==> src/sv/integer_to_ascii_formatter_assert.svh <==
// integer_to_ascii_formatter_assert.svh: assertion macros for the formatter
// no dependencies; included by the top level only
`ifndef INTEGER_TO_ASCII_FORMATTER_ASSERT_SVH
`define INTEGER_TO_ASCII_FORMATTER_ASSERT_SVH

// same-cycle implication, checked outside reset
`define IAF_ASSERT_NOW(label, clk, rst, ante, cons, msg) \
  label: assert property (@(posedge clk) disable iff (rst) (ante) |-> (cons)) \
    else $error(msg);

// next-cycle implication, checked outside reset
`define IAF_ASSERT_NEXT(label, clk, rst, ante, cons, msg) \
  label: assert property (@(posedge clk) disable iff (rst) (ante) |=> (cons)) \
    else $error(msg);

`endif

==> src/sv/iaf_pkg.sv <==
// iaf_pkg.sv: types and constants of the integer to ascii formatter
// no dependencies; used by iaf_digit_cell and integer_to_ascii_formatter
`timescale 1ns / 1ps

package iaf_pkg;

  localparam int VALUE_W    = 32;
  localparam int NUM_DIGITS = 10;
  localparam int HEX_DIGITS = VALUE_W / 4;
  localparam int BIT_CNT_W  = $clog2(VALUE_W);
  localparam int DIG_CNT_W  = $clog2(NUM_DIGITS + 1);

  localparam logic [7:0] ASCII_ZERO          = 8'h30;
  localparam logic [7:0] ASCII_LETTER_OFFSET = 8'h37;
  localparam logic [7:0] ASCII_X             = 8'h78;
  localparam logic [7:0] ASCII_MINUS         = 8'h2D;
  localparam logic [3:0] MAX_DEC_DIGIT       = 4'h9;

  typedef enum logic [1:0] {
    CMD_HEX  = 2'd0,
    CMD_UDEC = 2'd1,
    CMD_SDEC = 2'd2,
    CMD_NONE = 2'd3
  } command_t;

  typedef enum logic [1:0] {
    CELL_HOLD,
    CELL_LOAD,
    CELL_DABBLE,
    CELL_SHIFT
  } cell_op_t;

  typedef struct packed {
    cell_op_t op;
  } cell_ctrl_t;

  typedef enum logic [2:0] {
    ST_IDLE,
    ST_CONV,
    ST_PRE0,
    ST_PREX,
    ST_MINUS,
    ST_EMIT
  } state_t;

  typedef struct packed {
    logic [1:0]         command;
    logic [VALUE_W-1:0] value;
  } item_t;

  typedef struct packed {
    logic [7:0] character;
    logic       last;
  } result_t;

endpackage

==> src/sv/iaf_digit_cell.sv <==
// iaf_digit_cell.sv: one 4-bit digit cell of the shift-add-3 chain
// depends on iaf_pkg
`timescale 1ns / 1ps

module iaf_digit_cell (
  input  logic              clk,
  input  iaf_pkg::cell_ctrl_t ctrl,
  input  logic [3:0]        load_digit,
  input  logic              carry_in,
  input  logic [3:0]        digit_in,
  output logic [3:0]        digit,
  output logic              carry_out
);

  logic [3:0] adjusted;
  logic [3:0] digit_next;

  // add 3 when the digit would reach ten or more after doubling
  assign adjusted  = (digit >= 4'd5) ? digit + 4'd3 : digit;
  assign carry_out = adjusted[3];

  always_comb begin
    case (ctrl.op)
      iaf_pkg::CELL_LOAD:   digit_next = load_digit;
      iaf_pkg::CELL_DABBLE: digit_next = {adjusted[2:0], carry_in};
      iaf_pkg::CELL_SHIFT:  digit_next = digit_in;
      default:              digit_next = digit;
    endcase
  end

  always_ff @(posedge clk) begin
    digit <= digit_next;
  end

endmodule

==> src/sv/integer_to_ascii_formatter.sv <==
// integer_to_ascii_formatter.sv: top level, control sequencer and digit chain
// depends on iaf_pkg, iaf_digit_cell and integer_to_ascii_formatter_assert.svh
`timescale 1ns / 1ps
// Usage:
//   A transfer in happens at a rising edge with start high and busy low; item
//   carries the format command and the 32-bit value. Busy stays high until the
//   last character has been put out.
//   Characters leave on result, marked by strobe and never more than one per cycle,
//   with result.last set on the final one. The receiver cannot stall the block.
//   Hex: "0x" plus digits; the first character is chosen in state PRE0, entered on
//   the transfer, and reaches result through the result register.
//   Decimal: a row of ten digit cells runs shift-add-3 over the 32 value bits,
//   one bit a cycle, then shifts digits out toward the top cell, one a cycle.
//   The minus sign of a negative signed item goes out between the conversion
//   loop and the ten-digit scan.
//   Command 3 is taken and gives no characters.
//   Reset (synchronous) returns the sequencer to idle and drops strobe.

module integer_to_ascii_formatter (
  input  logic             clk,
  input  logic             rst,
  input  logic             start,
  input  iaf_pkg::item_t   item,
  output logic             busy,
  output logic             strobe,
  output iaf_pkg::result_t result
);

  `include "integer_to_ascii_formatter_assert.svh"

  iaf_pkg::state_t   state, state_next;
  logic [iaf_pkg::VALUE_W-1:0]   mag, mag_next;
  logic [iaf_pkg::BIT_CNT_W-1:0] bit_cnt, bit_cnt_next;
  logic [iaf_pkg::DIG_CNT_W-1:0] dig_cnt, dig_cnt_next;
  logic              neg, neg_next;
  logic              started, started_next;
  logic              strobe_next;
  iaf_pkg::result_t  result_next;
  iaf_pkg::cell_ctrl_t cell_ctrl;
  logic              accept;
  logic              is_hex;
  logic [3:0]        top_digit;

  logic [3:0] digits    [iaf_pkg::NUM_DIGITS];
  logic [3:0] load_dig  [iaf_pkg::NUM_DIGITS];
  logic       carries   [iaf_pkg::NUM_DIGITS];

  assign accept    = start && !busy;
  assign busy      = (state != iaf_pkg::ST_IDLE);
  assign is_hex    = (item.command == iaf_pkg::CMD_HEX);
  assign top_digit = digits[iaf_pkg::NUM_DIGITS-1];

  genvar g;
  generate
    for (g = 0; g < iaf_pkg::NUM_DIGITS; g++) begin : g_cell
      logic       cin;
      logic [3:0] din;
      if (g < iaf_pkg::HEX_DIGITS) begin : g_hex
        assign load_dig[g] = is_hex ? item.value[4*g +: 4] : 4'd0;
      end else begin : g_pad
        assign load_dig[g] = 4'd0;
      end
      if (g == 0) begin : g_bottom
        assign cin = mag[iaf_pkg::VALUE_W-1];
        assign din = 4'd0;
      end else begin : g_upper
        assign cin = carries[g-1];
        assign din = digits[g-1];
      end
      iaf_digit_cell u_cell (
        .clk        (clk),
        .ctrl       (cell_ctrl),
        .load_digit (load_dig[g]),
        .carry_in   (cin),
        .digit_in   (din),
        .digit      (digits[g]),
        .carry_out  (carries[g])
      );
    end
  endgenerate

  always_ff @(posedge clk) begin
    if (rst) begin
      state  <= iaf_pkg::ST_IDLE;
      strobe <= 1'b0;
    end else begin
      state  <= state_next;
      strobe <= strobe_next;
    end
    mag     <= mag_next;
    bit_cnt <= bit_cnt_next;
    dig_cnt <= dig_cnt_next;
    neg     <= neg_next;
    started <= started_next;
    result  <= result_next;
  end

  always_comb begin
    state_next   = state;
    mag_next     = mag;
    bit_cnt_next = bit_cnt;
    dig_cnt_next = dig_cnt;
    neg_next     = neg;
    started_next = started;
    strobe_next  = 1'b0;
    result_next  = result;
    cell_ctrl.op = iaf_pkg::CELL_HOLD;
    unique case (state)
      iaf_pkg::ST_IDLE: begin
        if (accept) begin
          cell_ctrl.op = iaf_pkg::CELL_LOAD;
          neg_next     = (item.command == iaf_pkg::CMD_SDEC) &&
                         item.value[iaf_pkg::VALUE_W-1];
          mag_next     = neg_next ? (~item.value + 1'b1) : item.value;
          bit_cnt_next = '0;
          dig_cnt_next = iaf_pkg::DIG_CNT_W'(iaf_pkg::NUM_DIGITS);
          started_next = 1'b0;
          if (is_hex) begin
            state_next = iaf_pkg::ST_PRE0;
          end else if (item.command == iaf_pkg::CMD_UDEC ||
                       item.command == iaf_pkg::CMD_SDEC) begin
            state_next = iaf_pkg::ST_CONV;
          end
        end
      end
      iaf_pkg::ST_CONV: begin
        cell_ctrl.op = iaf_pkg::CELL_DABBLE;
        mag_next     = {mag[iaf_pkg::VALUE_W-2:0], 1'b0};
        bit_cnt_next = bit_cnt + 1'b1;
        if (bit_cnt == iaf_pkg::BIT_CNT_W'(iaf_pkg::VALUE_W - 1)) begin
          state_next = neg ? iaf_pkg::ST_MINUS : iaf_pkg::ST_EMIT;
        end
      end
      iaf_pkg::ST_PRE0: begin
        strobe_next = 1'b1;
        result_next = '{character: iaf_pkg::ASCII_ZERO, last: 1'b0};
        state_next  = iaf_pkg::ST_PREX;
      end
      iaf_pkg::ST_PREX: begin
        strobe_next = 1'b1;
        result_next = '{character: iaf_pkg::ASCII_X, last: 1'b0};
        state_next  = iaf_pkg::ST_EMIT;
      end
      iaf_pkg::ST_MINUS: begin
        strobe_next = 1'b1;
        result_next = '{character: iaf_pkg::ASCII_MINUS, last: 1'b0};
        state_next  = iaf_pkg::ST_EMIT;
      end
      iaf_pkg::ST_EMIT: begin
        // top cell is the next digit; leading zeros dropped, the final one kept
        cell_ctrl.op = iaf_pkg::CELL_SHIFT;
        dig_cnt_next = dig_cnt - 1'b1;
        if (started || top_digit != 4'd0 || dig_cnt == 1) begin
          started_next          = 1'b1;
          strobe_next           = 1'b1;
          result_next.character = (top_digit > iaf_pkg::MAX_DEC_DIGIT)
                                  ? {4'd0, top_digit} + iaf_pkg::ASCII_LETTER_OFFSET
                                  : {4'd0, top_digit} + iaf_pkg::ASCII_ZERO;
          result_next.last      = (dig_cnt == 1);
        end
        if (dig_cnt == 1) begin
          state_next = iaf_pkg::ST_IDLE;
        end
      end
      default: state_next = iaf_pkg::ST_IDLE;
    endcase
  end

  `IAF_ASSERT_NEXT(a_gap_after_last, clk, rst, strobe && result.last, !strobe, "strobe right after last")
  `IAF_ASSERT_NEXT(a_none_cmd_idle, clk, rst, accept && item.command == iaf_pkg::CMD_NONE, !busy && !strobe, "unused command not dropped")
  `IAF_ASSERT_NOW(a_strobe_from_busy, clk, rst, strobe, $past(busy), "strobe without work in progress")
  `IAF_ASSERT_NOW(a_conv_quiet, clk, rst, state == iaf_pkg::ST_CONV && bit_cnt != 0, !strobe, "character during conversion")

endmodule

==> config.mk <==
export PLATFORM = sky130hd
export DESIGN_NAME = integer_to_ascii_formatter
export DESIGN_NICKNAME = d
export VERILOG_FILES = /design/src/sv/iaf_pkg.sv /design/src/sv/iaf_digit_cell.sv /design/src/sv/integer_to_ascii_formatter.sv
export VERILOG_INCLUDE_DIRS = /design/src /design/src/sv
export SDC_FILE = /design/constraint.sdc
export NUM_CORES = 1
export LEC_CHECK = 0
export BUFFER_PORTS_ARGS = -buffer_cell sky130_fd_sc_hd__buf_2
export CAP_MARGIN = 10
export CORE_AREA = 2 2 102 128
export CTS_CLUSTER_SIZE = 12
export DETAILED_ROUTE_END_ITERATION = 10
export DIE_AREA = 0 0 104 130
export PLACE_DENSITY = 0.84
export SLEW_MARGIN = 10
export SYNTH_ARGS = -nofsm -noshare
export SYNTH_HDL_FRONTEND = slang
export SYNTH_HIERARCHICAL = 1
export SYNTH_SLANG_ARGS = --single-unit
==> constraint.sdc <==
create_clock -name clk -period 3.2 [get_ports clk]
set_input_delay 0.16 -clock clk [delete_from_list [all_inputs] [get_ports clk]]
set_output_delay 0.16 -clock clk [all_outputs]
set_load 0.01 [all_outputs]
==> flow_metrics.tcl <==
set metrics [dict create \
    r2r_cells 7 \
    cpPeakStageDelay_ns 0.63 \
    grt_remaining_overflow 0 \
    finalHoldViolations 0 \
    hold_path.class "primary input to flop" \
    dp_hpwl_um 10200 \
    post_cts.repair.setup_buffers 0 \
    insertion_delay_ns 0.36 \
    antenna_found_initial 0 \
    die_y_um 130 \
    cts_root_buf "clkbuf_16" \
    pre_cts_slack_ns 0.901 \
    min_period_ns 2.37 \
    fin_worst_skew_ns 0.00866 \
    final-setup-viol-count 0 \
    via_per_inst 5.56 \
    cts_tree "yes" \
    die_area_mm2 0.0135 \
    area_growth_pct 10.4 \
    path_buf_inv 1 \
    n_antenna_cell 0 \
    finish.utilization_pct 59.8 \
    die_w_um 104 \
    htree_levels 3 \
    power_density_mw_per_mm2 641 \
    cts-resized-gates 0 \
    grt_usage_pct 21.7 \
    outcome "finished, final reports clean" \
    initial_core_util_pct 54.1 \
    cts.sinks 95 \
    pin_count 48 \
    first_pass_iters 6 \
    fin_setup_tns_ns 0 \
    cts_inserted_buffers 9 \
    grt_max_degree 71 \
    yosysWarnings 6 \
    grt_pass1_wl_um 23700 \
    endpoint_kind "flop" \
    crit_chain "nor2b_4, nand2_1, nand2_2, buf_12, nand2b_2, nor2_1, a211o_1" \
    post-route-cell-area_mm2 0.00743 \
    drive_gt1_share_pct 17.2 \
    core_area_mm2 0.0124 \
    slew_violations 0 \
    min_from "rst" \
    gp_congestion 0.830 \
    wl_um 14400 \
    cpLargestDelayFamily "simple AND/OR/NAND/NOR gates" \
    start_kind "flop" \
    cap_violations 0 \
    regToRegSetupSlack_ns 0.83 \
    avgSynthCellArea_um2 9.24 \
    num_rows 46 \
    fillers 1080 \
    cp.required_ns 3.30 \
    slowest_stage "dfxtp_1" \
    layout.nets 843 \
    clk_path_buf_depth 2 \
    drtIter0Drc 318 \
    ctsHoldBuffers 0 \
    worst_slew_pin_slew_ns 0.895 \
    whs_path_depth 2 \
    num_vias 5292 \
    max_freq_mhz 422 \
    syn_area_mm2 0.00673 \
    wl_per_cell_um 15.2 \
    netlist_instances 728 \
    r2r_start "state[0]" \
    min_to "state[2]" \
    leakagePower_nw 2.86 \
    clkTransAtPathRegs_ns 0.07 \
    maxSlewHeadroom_pct 39.8 \
    rsz0062_at_grt "no" \
    crit_arrival_ns 2.47 \
    worstSetupPathType "flop to flop" \
    grt_pass1_vias 5044 \
    reg2reg_to "g_cell[6].u_cell/digit[1]" \
    drc 0 \
    setup_ws_ns 0.833 \
    fin_crit_sh_pct 74.0 \
    placed_area_mm2 0.00714 \
    ir_drop_v 0.000317 \
    port_buffers 46 \
    ant_nets 0 \
    cp_max_fo 70 \
]
cell type report:
cell class / count / area, um^2 / share of cell area (%)
multi-input cells: 573 / 3630 / 48.8
flip-flops and latches: 95 / 2810 / 37.8
repair buffers: 58 / 333 / 4.48
clock buffers: 10 / 239 / 3.22
well taps: 168 / 210 / 2.83
inverters: 41 / 154 / 2.07
clock inverters: 6 / 53.8 / 0.724
placed cells by master (no fill, tap or decap), drive strengths merged, types with 12 or more instances in the layout:
cell type / count
inv: 43
a21oi: 51
edfxtp: 91
and2: 34
mux2i: 12
ha: 28
nor3: 25
nand2: 77
mux2: 20
buf: 58
nand3: 14
o21ai: 89
xnor2: 21
nor2: 57
nand2b: 32
nor3b: 13
conb: 13
worst max-delay path by stage:
stage / from / endpoint / slack (ns) / depth (start not counted)
CTS: state[0] / g_cell[6].u_cell/digit[1] / 0.86 / 7
floorplan: state[1] / g_cell[9].u_cell/digit[1] / 0.42 / 7
finish: state[0] / g_cell[6].u_cell/digit[1] / 0.83 / 7
global route: state[0] / g_cell[6].u_cell/digit[1] / 0.69 / 7
detailed placement: state[0] / g_cell[6].u_cell/digit[1] / 0.90 / 7
global placement: item[14] / mag[27] / 0.93 / 6
metrics by stage:
step	hold WS (ns)	std cells	power, mW
finish	0.0331	951	4.76
CTS	0.0178	951	4.78
global placement	0.396	935	3.63
detailed placement	0.398	935	3.71
floorplan	0.229	740	3.31
global route	0.0348	951	5.09
where the power goes:
part / internal [mW] / switching, mW
registers: 1.82 / 0.260
clock network: 0.561 / 0.508
logic: 0.671 / 0.943
total: 3.05 / 1.71
metal layers:
metal / vias to the layer above / share of wire, % / global-route usage [%]
met5: - / 0 / 0
met4: 0 / 1.9 / 7.23
met3: 25 / 4.2 / 4.00
met2: 122 / 52 / 40.0
met1: 2470 / 42 / 25.7
li1: 2675 / - / -
registers in the layout (all words and copies together), names as in the netlist:
| signal | cells |
|---|---|
| bit_cnt | 5 |
| g_cell.u_cell/digit | 40 |
| started | 1 |
| neg | 1 |
| strobe | 1 |
| result | 8 |
| dig_cnt | 4 |
| state | 3 |
| mag | 32 |
Note: power is estimated with default switching activity, not from simulation.
